===== config.mk =====
export PLATFORM = sky130hd
export DESIGN_NAME = xml_reference_expander
export DESIGN_NICKNAME = d
export VERILOG_FILES = /design/src/xre_pkg.sv /design/src/xml_reference_expander.sv /design/src/xre_front.sv /design/src/xre_back.sv
export SDC_FILE = /design/constraint.sdc
export NUM_CORES = 1
export LEC_CHECK = 0
export ABC_AREA = 1
export ABC_CLOCK_PERIOD_IN_PS = 4500
export BUFFER_PORTS_ARGS = -buffer_cell sky130_fd_sc_hd__clkbuf_2
export CAP_MARGIN = 5
export CORE_UTILIZATION = 57
export CTS_CLUSTER_DIAMETER = 100
export DETAILED_ROUTE_END_ITERATION = 10
export PLACE_DENSITY = 0.77
export RECOVER_POWER = 100
export SYNTH_ARGS = -nofsm -noshare
export SYNTH_HDL_FRONTEND = slang
export SYNTH_SLANG_ARGS = --single-unit

===== constraint.sdc =====
create_clock -name clk -period 4.5 [get_ports clk]
set_input_delay 0.45 -clock clk [delete_from_list [all_inputs] [get_ports clk]]
set_output_delay 0.45 -clock clk [all_outputs]
set_load 0.005 [all_outputs]

===== src/xre_pkg.sv =====
// ----------------------------------------------------------------------------
// xre_pkg: shared types and constants of the reference expander
// Holds the front-to-back command format and the XML Char check.
// ----------------------------------------------------------------------------
`default_nettype none
package xre_pkg;

  localparam int unsigned CmdDepth = 4;

  // command from the front end: up to four data bytes plus optional done and error flag
  typedef struct packed {
    logic [3:0][7:0] bytes;
    logic [2:0]      nbytes;
    logic            done;
    logic            err;
  } xre_cmd_t;

  typedef enum logic [4:0] {
    PH_PLAIN = 5'b00001,
    PH_AMP   = 5'b00010,
    PH_HASH  = 5'b00100,
    PH_NUM   = 5'b01000,
    PH_NAME  = 5'b10000
  } xre_phase_t;

  localparam logic [7:0] RegAttrNormalize = 8'd0;
  localparam logic [7:0] RegReferencesOn  = 8'd1;

  function automatic logic is_xml_char(input logic [20:0] c);
    is_xml_char = (c == 21'h9) || (c == 21'hA) || (c == 21'hD)
               || (c >= 21'h20 && c <= 21'hD7FF)
               || (c >= 21'hE000 && c <= 21'hFFFD)
               || (c >= 21'h10000 && c <= 21'h10FFFF);
  endfunction

endpackage
`default_nettype wire


===== src/xml_reference_expander.sv =====
// each result is written into the four-entry command queue before it leaves
// throughput: one input byte per cycle while the queue has room; one output result per
// cycle while out_tready is high, the single output port draining the queue
// reset: synchronous active-low rst_n clears parse state and queue,
// attr_normalize to 0 and references_on to 1
// ----------------------------------------------------------------------------
// xml_reference_expander: XML text value UTF-8 check and reference expansion
// Front end decodes each byte, back end streams the resulting bytes.
// ----------------------------------------------------------------------------
`default_nettype none
module xml_reference_expander #(
  parameter int unsigned MAX_NAME_BYTES = 4
) (
  input  wire logic       clk,
  input  wire logic       rst_n,
  input  wire logic       in_tvalid,
  output logic            in_tready,
  input  wire logic [7:0] in_tdata,   // in_byte
  input  wire logic       in_tlast,   // is_last
  output logic            out_tvalid,
  input  wire logic       out_tready,
  output logic [7:0]      out_tdata,  // out_byte
  output logic [3:0]      out_tuser,  // byte_valid, run_last, doc_done, syntax_error
  input  wire logic       cfg_valid,
  output logic            cfg_ready,
  input  wire logic [7:0] cfg_index,
  input  wire logic [7:0] cfg_data     // bit 0 used
);
  import xre_pkg::*;

  logic     attr_r, refs_r;
  xre_cmd_t cmd;
  logic     in_xfer;

  assign cfg_ready = 1'b1;
  assign in_xfer = in_tvalid && in_tready;

  always_ff @(posedge clk) begin
    if (!rst_n) begin
      attr_r <= 1'b0; refs_r <= 1'b1;
    end else if (cfg_valid) begin
      if (cfg_index == RegAttrNormalize) attr_r <= cfg_data[0];
      if (cfg_index == RegReferencesOn)  refs_r <= cfg_data[0];
    end
  end

  xre_front #(.MAX_NAME_BYTES(MAX_NAME_BYTES)) u_front (
    .clk, .rst_n, .in_valid(in_xfer), .in_byte(in_tdata), .in_last(in_tlast),
    .attr_normalize(attr_r), .references_on(refs_r), .cmd
  );

  xre_back u_back (
    .clk, .rst_n, .cmd_valid(in_tvalid), .cmd, .cmd_ready(in_tready),
    .out_tvalid, .out_tready, .out_tdata, .out_tuser
  );

endmodule
`default_nettype wire


===== src/xre_front.sv =====
// ----------------------------------------------------------------------------
// xre_front: byte decoder
// Decodes UTF-8, tracks references and produces one command per input byte.
// ----------------------------------------------------------------------------
`default_nettype none
module xre_front #(
  parameter int unsigned MAX_NAME_BYTES = 4
) (
  input  wire logic            clk,
  input  wire logic            rst_n,
  input  wire logic            in_valid,
  input  wire logic [7:0]      in_byte,
  input  wire logic            in_last,
  input  wire logic            attr_normalize,
  input  wire logic            references_on,
  output xre_pkg::xre_cmd_t    cmd
);
  import xre_pkg::*;

  localparam int unsigned CntW = $clog2(MAX_NAME_BYTES + 1);

  xre_phase_t     phase_r, phase_nxt;
  logic [20:0]    pend_r, pend_nxt;
  logic [1:0]     extra_r, extra_nxt;
  logic [1:0]     rem_r, rem_nxt;
  logic [20:0]    refv_r, refv_nxt;
  logic           hex_r, hex_nxt;
  logic           hasd_r, hasd_nxt;
  logic [31:0]    name_r, name_nxt;
  logic [CntW-1:0] cnt_r, cnt_nxt;
  logic           err_r, err_nxt;

  logic [20:0] cp;
  logic [20:0] min_cp;
  logic [20:0] enc_cp;
  logic        enc_en;
  logic [3:0]  dig;
  logic        dig_ok;
  logic [24:0] acc;
  logic [7:0]  ent;
  logic [7:0]  b;
  logic        hx;

  always_comb begin
    phase_nxt = phase_r; pend_nxt = pend_r; extra_nxt = extra_r; rem_nxt = rem_r;
    refv_nxt = refv_r; hex_nxt = hex_r; hasd_nxt = hasd_r; name_nxt = name_r;
    cnt_nxt = cnt_r; err_nxt = err_r;
    cmd = '0;
    enc_cp = '0; enc_en = 1'b0;
    b = in_byte;
    cp = {pend_r[14:0], in_byte[5:0]};
    case (extra_r)
      2'd1:    min_cp = 21'h80;
      2'd2:    min_cp = 21'h800;
      2'd3:    min_cp = 21'h10000;
      default: min_cp = 21'h0;
    endcase
    hx = hex_r && (phase_r != PH_HASH);
    dig = 4'd0; dig_ok = 1'b1;
    if (in_byte >= 8'h30 && in_byte <= 8'h39) dig = 4'(in_byte - 8'h30);
    else if (hx && in_byte >= 8'h61 && in_byte <= 8'h66) dig = 4'(in_byte - 8'h57);
    else if (hx && in_byte >= 8'h41 && in_byte <= 8'h46) dig = 4'(in_byte - 8'h37);
    else dig_ok = 1'b0;
    acc = hx ? {refv_r, 4'b0} + 25'(dig)
             : {1'b0, refv_r, 3'b0} + {3'b0, refv_r, 1'b0} + 25'(dig);
    ent = 8'h00;
    if (cnt_r == CntW'(2) && name_r == 32'h0000_746C) ent = 8'h3C;
    if (cnt_r == CntW'(2) && name_r == 32'h0000_7467) ent = 8'h3E;
    if (cnt_r == CntW'(3) && name_r == 32'h0070_6D61) ent = 8'h26;
    if (cnt_r == CntW'(4) && name_r == 32'h736F_7061) ent = 8'h27;
    if (cnt_r == CntW'(4) && name_r == 32'h746F_7571) ent = 8'h22;

    if (!err_r) begin
      case (phase_r)
        PH_PLAIN: begin
          if (rem_r != 2'd0) begin
            if (in_byte[7:6] != 2'b10) err_nxt = 1'b1;
            else begin
              pend_nxt = cp;
              rem_nxt = rem_r - 2'd1;
              if (rem_r == 2'd1) begin
                pend_nxt = '0; extra_nxt = '0;
                if (cp < min_cp || !is_xml_char(cp)) err_nxt = 1'b1;
                else begin enc_cp = cp; enc_en = 1'b1; end
              end
            end
          end else if (in_byte == 8'h26 && references_on) begin
            phase_nxt = PH_AMP;
          end else if (in_byte < 8'h80) begin
            if (!is_xml_char({13'b0, in_byte})) err_nxt = 1'b1;
            else begin
              if (attr_normalize && (in_byte == 8'h09 || in_byte == 8'h0A
                                     || in_byte == 8'h0D)) b = 8'h20;
              cmd.bytes[0] = b; cmd.nbytes = 3'd1;
            end
          end else if (in_byte >= 8'hC2 && in_byte <= 8'hDF) begin
            pend_nxt = {16'b0, in_byte[4:0]}; extra_nxt = 2'd1; rem_nxt = 2'd1;
          end else if (in_byte >= 8'hE0 && in_byte <= 8'hEF) begin
            pend_nxt = {17'b0, in_byte[3:0]}; extra_nxt = 2'd2; rem_nxt = 2'd2;
          end else if (in_byte >= 8'hF0 && in_byte <= 8'hF4) begin
            pend_nxt = {18'b0, in_byte[2:0]}; extra_nxt = 2'd3; rem_nxt = 2'd3;
          end else err_nxt = 1'b1;
        end
        PH_AMP: begin
          if (in_byte == 8'h23) phase_nxt = PH_HASH;
          else if (in_byte == 8'h3B) err_nxt = 1'b1;
          else begin
            phase_nxt = PH_NAME; name_nxt = {24'b0, in_byte}; cnt_nxt = CntW'(1);
          end
        end
        PH_NAME: begin
          if (in_byte != 8'h3B) begin
            if (cnt_r >= CntW'(MAX_NAME_BYTES)) err_nxt = 1'b1;
            else begin
              if (cnt_r < CntW'(4)) name_nxt[8*cnt_r[1:0] +: 8] = in_byte;
              cnt_nxt = cnt_r + CntW'(1);
            end
          end else begin
            phase_nxt = PH_PLAIN; name_nxt = '0; cnt_nxt = '0;
            if (ent == 8'h00) err_nxt = 1'b1;
            else begin cmd.bytes[0] = ent; cmd.nbytes = 3'd1; end
          end
        end
        default: begin
          // hash and digit phases; the hash phase starts with an empty value
          phase_nxt = PH_NUM;
          if (phase_r == PH_HASH && in_byte == 8'h78) begin
            refv_nxt = '0; hasd_nxt = 1'b0; hex_nxt = 1'b1;
          end else if (in_byte == 8'h3B) begin
            phase_nxt = PH_PLAIN; refv_nxt = '0; hasd_nxt = 1'b0; hex_nxt = 1'b0;
            if (phase_r == PH_HASH || !hasd_r || !is_xml_char(refv_r)) err_nxt = 1'b1;
            else begin enc_cp = refv_r; enc_en = 1'b1; end
          end else if (!dig_ok) begin
            err_nxt = 1'b1;
          end else begin
            if (phase_r == PH_HASH) begin
              refv_nxt = 21'(dig); hex_nxt = 1'b0; hasd_nxt = 1'b1;
            end else if (acc > 25'h10FFFF) err_nxt = 1'b1;
            else begin refv_nxt = acc[20:0]; hasd_nxt = 1'b1; end
          end
        end
      endcase
    end

    if (enc_en) begin
      if (enc_cp < 21'h80) begin
        cmd.bytes[0] = {1'b0, enc_cp[6:0]}; cmd.nbytes = 3'd1;
      end else if (enc_cp < 21'h800) begin
        cmd.bytes[0] = {3'b110, enc_cp[10:6]}; cmd.bytes[1] = {2'b10, enc_cp[5:0]};
        cmd.nbytes = 3'd2;
      end else if (enc_cp < 21'h10000) begin
        cmd.bytes[0] = {4'b1110, enc_cp[15:12]};
        cmd.bytes[1] = {2'b10, enc_cp[11:6]}; cmd.bytes[2] = {2'b10, enc_cp[5:0]};
        cmd.nbytes = 3'd3;
      end else begin
        cmd.bytes[0] = {5'b11110, enc_cp[20:18]};
        cmd.bytes[1] = {2'b10, enc_cp[17:12]};
        cmd.bytes[2] = {2'b10, enc_cp[11:6]}; cmd.bytes[3] = {2'b10, enc_cp[5:0]};
        cmd.nbytes = 3'd4;
      end
    end
    if (err_nxt) cmd.nbytes = 3'd0;
    if (in_last && (phase_nxt != PH_PLAIN || rem_nxt != 2'd0)) err_nxt = 1'b1;
    cmd.done = in_last;
    cmd.err = err_nxt;
    if (in_last) begin
      phase_nxt = PH_PLAIN; pend_nxt = '0; extra_nxt = '0; rem_nxt = '0;
      refv_nxt = '0; hex_nxt = 1'b0; hasd_nxt = 1'b0; name_nxt = '0;
      cnt_nxt = '0; err_nxt = 1'b0;
    end
  end

  always_ff @(posedge clk) begin
    if (!rst_n) begin
      phase_r <= PH_PLAIN; pend_r <= '0; extra_r <= '0; rem_r <= '0;
      refv_r <= '0; hex_r <= 1'b0; hasd_r <= 1'b0; name_r <= '0;
      cnt_r <= '0; err_r <= 1'b0;
    end else if (in_valid) begin
      phase_r <= phase_nxt; pend_r <= pend_nxt; extra_r <= extra_nxt;
      rem_r <= rem_nxt; refv_r <= refv_nxt; hex_r <= hex_nxt; hasd_r <= hasd_nxt;
      name_r <= name_nxt; cnt_r <= cnt_nxt; err_r <= err_nxt;
    end
  end

endmodule
`default_nettype wire


===== src/xre_back.sv =====
// ----------------------------------------------------------------------------
// xre_back: command queue and result sequencer
// Buffers commands and emits their bytes and done result one per cycle while out_tready is high.
// ----------------------------------------------------------------------------
`default_nettype none
module xre_back (
  input  wire logic            clk,
  input  wire logic            rst_n,
  input  wire logic            cmd_valid,
  input  xre_pkg::xre_cmd_t    cmd,
  output logic                 cmd_ready,
  output logic                 out_tvalid,
  input  wire logic            out_tready,
  output logic [7:0]           out_tdata,
  output logic [3:0]           out_tuser
);
  import xre_pkg::*;

  localparam int unsigned PtrW = $clog2(CmdDepth);

  xre_cmd_t        q_r [CmdDepth];
  logic [PtrW-1:0] wp_r, rp_r;
  logic [PtrW:0]   cnt_r;
  logic [2:0]      idx_r;
  xre_cmd_t        head;
  logic            push, pop, last_res;
  logic [2:0]      total;

  assign head = q_r[rp_r];
  assign total = head.nbytes + {2'b0, head.done};
  assign cmd_ready = (cnt_r != (PtrW+1)'(CmdDepth));
  assign push = cmd_valid && cmd_ready && (cmd.nbytes != 3'd0 || cmd.done);
  assign out_tvalid = (cnt_r != '0);
  assign last_res = (idx_r + 3'd1 == total);
  assign pop = out_tvalid && out_tready && last_res;

  // tuser: byte_valid, run_last, doc_done, syntax_error
  always_comb begin
    if (idx_r < head.nbytes) begin
      out_tdata = head.bytes[idx_r[1:0]];
      out_tuser = {1'b0, 1'b0, last_res, 1'b1};
    end else begin
      out_tdata = 8'h00;
      out_tuser = {head.err, 1'b1, 1'b1, 1'b0};
    end
  end

  always_ff @(posedge clk) begin
    if (push) q_r[wp_r] <= cmd;
  end

  always_ff @(posedge clk) begin
    if (!rst_n) begin
      wp_r <= '0; rp_r <= '0; cnt_r <= '0; idx_r <= '0;
    end else begin
      if (push) wp_r <= wp_r + PtrW'(1);
      if (pop) begin
        rp_r <= rp_r + PtrW'(1); idx_r <= '0;
      end else if (out_tvalid && out_tready) idx_r <= idx_r + 3'd1;
      cnt_r <= cnt_r + (PtrW+1)'(push) - (PtrW+1)'(pop);
    end
  end

endmodule
`default_nettype wire


==> impl_results.md <==
* Worst slew margin relative to its limit at -5.47%
* Number of slew-limit violations in the final report at 14
* Post-route core utilization at 64.9%
* Slowest cell on the critical path: dfxtp_4
* Post-detailed-route wirelength per cell at 17.7 um
* Antenna Cells at 0
* Number of nets with antenna violations after detailed routing at 0
* Layout cell share with drive strength beyond 1 at 11.6%
* Post-synth ARST share at 0%
* Critical Path Fanout Max at 6
* Warnings from Yosys at 0
* Cell area after placement at 0.0152 mm2
* Fmax at 236 MHz
* Worst IR drop on VDD at 301 uV
* Minimum clock period at 4.23 ns
* Combinational power share at 34.1%
* Final weighted congestion of routability-driven global placement at 0.971
* FF+latch count, synth at 233
* Total Die Area at 0.0260 mm2
* Data arrival time at the worst-slack endpoint at 4.61 ns
* Number of buffers on the longest clock path at 3
* Final Routed Wirelength at 39800 um
* Cell area after technology mapping at 0.0144 mm2
* Violations in the final reports: max-capacitance violations, max-slew violations
* Peak per-stage delay on the critical path at 0.37 ns
* Worst Max-Slew Pin Slew at 1.57 ns
* Global-route wire length before repair at 63300 um
* Number of nets in the synthesized netlist at 1955
* Setup TNS at 0 ns
* Synthesis-to-finish area growth at 10.5%
* Cell Rows at 57
* Count of flip-flops with a built-in enable after synthesis at 136
* Req. time, crit path at 4.87 ns
* Cell repeated most along the worst path: nand2_1
* Category of cells accounting for the largest share of critical-path delay: simple AND/OR/NAND/NOR gates
* Via count of the first global-routing pass at 12400
* Most instantiated flip-flop cell in the synthesis netlist: edfxtp_1
* Fill cell count at 2168
* Core area at 0.0246 mm2
* Num CTS Buffers at 26
* Final setup violation count at 0
* Post-detailed-placement half-perimeter wirelength at 28000 um
* Number of port buffers at 36
* Crit Path Class: register to register
* DR vias at 13400
* DRC errors left at 0
* Max-cap violations at 1
* Switching Fraction at 37.7%
* CTS H-Tree Depth at 1
* Post-CTS clock slew at the launch and capture registers of the worst setup and hold paths at 0.06 ns
* Final hold vios at 0
* Startpoint class of the critical path: register
* Crit end category: register
* Vias per Instance at 5.95
* Buffer and inverter count on the worst path at 8
* Average cell area after synthesis at 7.79 um2
* Clock Latency Late Sink at 0.54 ns
* Die height at 161 um
* Power per Cell Area at 471 mW/mm2
* Static Leak at 0.00671 uW
* PnR Total Power at 7520 uW
* Starting DRT DRC Count at 1313
* Count of nets after finishing at 2009
* Length of the first detailed-routing pass in iterations at 7
* Clock tree from TritonCTS: done
* Number of I/O pins at 45
* Clock net sink count at 233
* Gate Count Post-Synth at 1855
* Total congestion overflow after global routing at 0
* Antenna violations before repair at 0
* Maximum number of pins on one net before global-route repair at 65
* Net switching component of the power at 2830 uW
* Horizontal extent of the die at 161 um
* GRT Overall Usage at 30.3%
* Skew final at 0.0126 ns
* Sequential power share at 38.5%
* Clock share of power at 27.4%
* Worst hold-check path type: input port to register
* Initial core utilization at 58.7%
* Fin crit share at 94.0%
* Total internal power at 4680 uW
* Area of all placed cells without fillers at 0.0160 mm2
* Root buf cell: clkbuf_16
* Count of cell types in the netlist at 66
* Fraction of the yosys area taken by sequential cells at 41.7%
* Outcome: complete, but fails checks
## registers in the layout (all words and copies together), names as in the netlist, named ones only
name             flops
u_front.phase_r      5
u_back.idx_r         3
u_front.extra_r      2
u_back.rp_r          2
u_front.hasd_r       1
u_front.refv_r      21
u_front.name_r      32
u_back.wp_r          2
u_front.rem_r        2
attr_r               1
u_front.cnt_r        3
u_front.pend_r      15
u_front.hex_r        1
u_back.cnt_r         3
refs_r               1
u_front.err_r        1
u_back.q_r         136
## path summary, 6_finish.rpt
check             slack (ns)                             end                            start  cells after the start
hold / removal          0.20             refs_r$_SDFFE_PN1P_                      cfg_data[0]                      3
setup / recovery        0.27     u_front.hasd_r$_SDFFE_PN0P_  u_front.phase_r[1]$_SDFFE_PN0P_                     32
hold reg to reg         0.46  u_front.name_r[6]$_SDFFE_PN0P_   u_front.name_r[6]$_SDFFE_PN0P_                      2
setup reg to reg        0.27     u_front.hasd_r$_SDFFE_PN0P_  u_front.phase_r[1]$_SDFFE_PN0P_                     32
## cell usage after synthesis (3+ instances only)
master    instances  area, um2
a32o_1            6       60.1
o21ai_1           3       15.0
inv_2            19       71.3
dfxtp_1          97       1940
buf_4             7       52.6
inv_1           196        736
nor3_1           40        200
a21oi_2           3       26.3
a31oi_1          19        119
nand4_1          41        257
ha_1             67        838
nand3_2           4       40.0
nand3_1          93        465
o22ai_1          30        188
clkbuf_1         48        180
or2_2             4       25.0
a211oi_2         14        175
xor2_1           10       87.6
xnor2_1           3       26.3
edfxtp_1        136       4080
o21a_1            6       45.0
nor2_4            5       56.3
o211ai_1         14        105
a211oi_1         20        150
o21ai_0         171        856
a311oi_1          4       35.0
o31ai_1           4       30.0
nand2_2           9       56.3
a21oi_1         133        666
fa_1              3       60.1
nor2_2            7       43.8
nor2_1          218        818
nand2_1         349       1310
buf_2             8       40.0
a21o_1            4       30.0
buf_6            10        113
nor4_1           10       62.6
o21bai_1          3       22.5
and2_1            3       18.8
## worst register-to-register path: cells and delay by family, from the launching register on
kind	cells	cell delay, ns
simple gates	18	1.72
compound gates	3	0.36
flops	1	0.37
fa+ha+maj	3	0.85
buf+inv	8	0.79
## routing by layer
metal / GRT usage (%) / vias up / wire length, um / part of all wire (%)
met5: 0 / - / 0 / 0
met1: 40.2 / 6223 / 16600 / 42
met4: 8.40 / 0 / 946 / 2.4
met3: 4.26 / 78 / 3270 / 8.2
li1: - / 6496 / - / -
met2: 51.9 / 612 / 19000 / 48
## area by class of cell
cell class	count	area (um2)	share of cell area, %
Sequential cell	233	6030	37.8
Timing Repair inverter	1	7.51	0.0470
Timing Repair Buffer	100	653	4.09
Clock buffer	29	672	4.21
Multi-Input combinational cell	1329	7200	45.1
Inverter	218	828	5.19
Clock inverter	19	165	1.03
Tap cell	324	405	2.54
## power by group through the flow
stage / Combinational [uW] / Sequential, uW / Clock (uW)
2_1_floorplan: 1890 / 2840 / 0
3_3_place_gp: 2490 / 2920 / 0
3_5_place_dp: 2560 / 2930 / 0
4_1_cts: 2570 / 2880 / 2080
5_1_grt: 2860 / 2910 / 2170
6_report: 2570 / 2890 / 2060
## placed cells by master (no fill, tap or decap), types with 10 or more instances in the layout
cell / instances
a211oi_1: 23
a211oi_2: 11
a21oi_1: 135
a31oi_1: 19
buf_4: 55
clkbuf_16: 26
clkbuf_2: 32
dfxtp_1: 96
edfxtp_1: 136
ha_1: 66
inv_1: 193
inv_2: 19
nand2_1: 346
nand2_2: 13
nand3_1: 91
nand4_1: 42
nor2_1: 212
nor3_1: 40
nor4_1: 10
o211ai_1: 14
o21ai_0: 172
o22ai_1: 30
xor2_1: 10
## cell families after synthesis
group / count (synthesis) / share of synthesized area, %
xor+xnor: 13 / 0.788
buf+inv: 293 / 8.43
simple gates: 795 / 24.3
compound gates: 450 / 18.5
fa+ha+maj: 70 / 6.22
flops: 233 / 41.7
other cells: 1 / 0.0260
## what timing repair did
| item | CTS | global route |
|---|---|---|
| gates resized for setup | 0 | 28 |
| endpoints found under the setup margin | 0 | 27 |
| setup buffers | 0 | 3 |
| hold buffers | 0 | 0 |
## stage by stage
stage / cells / setup WS, ns / hold slack, ns
2_1_floorplan: 1855 / 0.305 / 0.435
3_3_place_gp: 2200 / -0.129 / 0.449
3_5_place_dp: 2200 / -0.190 / 0.453
4_1_cts: 2248 / 0.0854 / 0.193
5_1_grt: 2253 / -0.0341 / 0.224
6_report: 2253 / 0.269 / 0.196
Power figures use the tool's default switching activity.
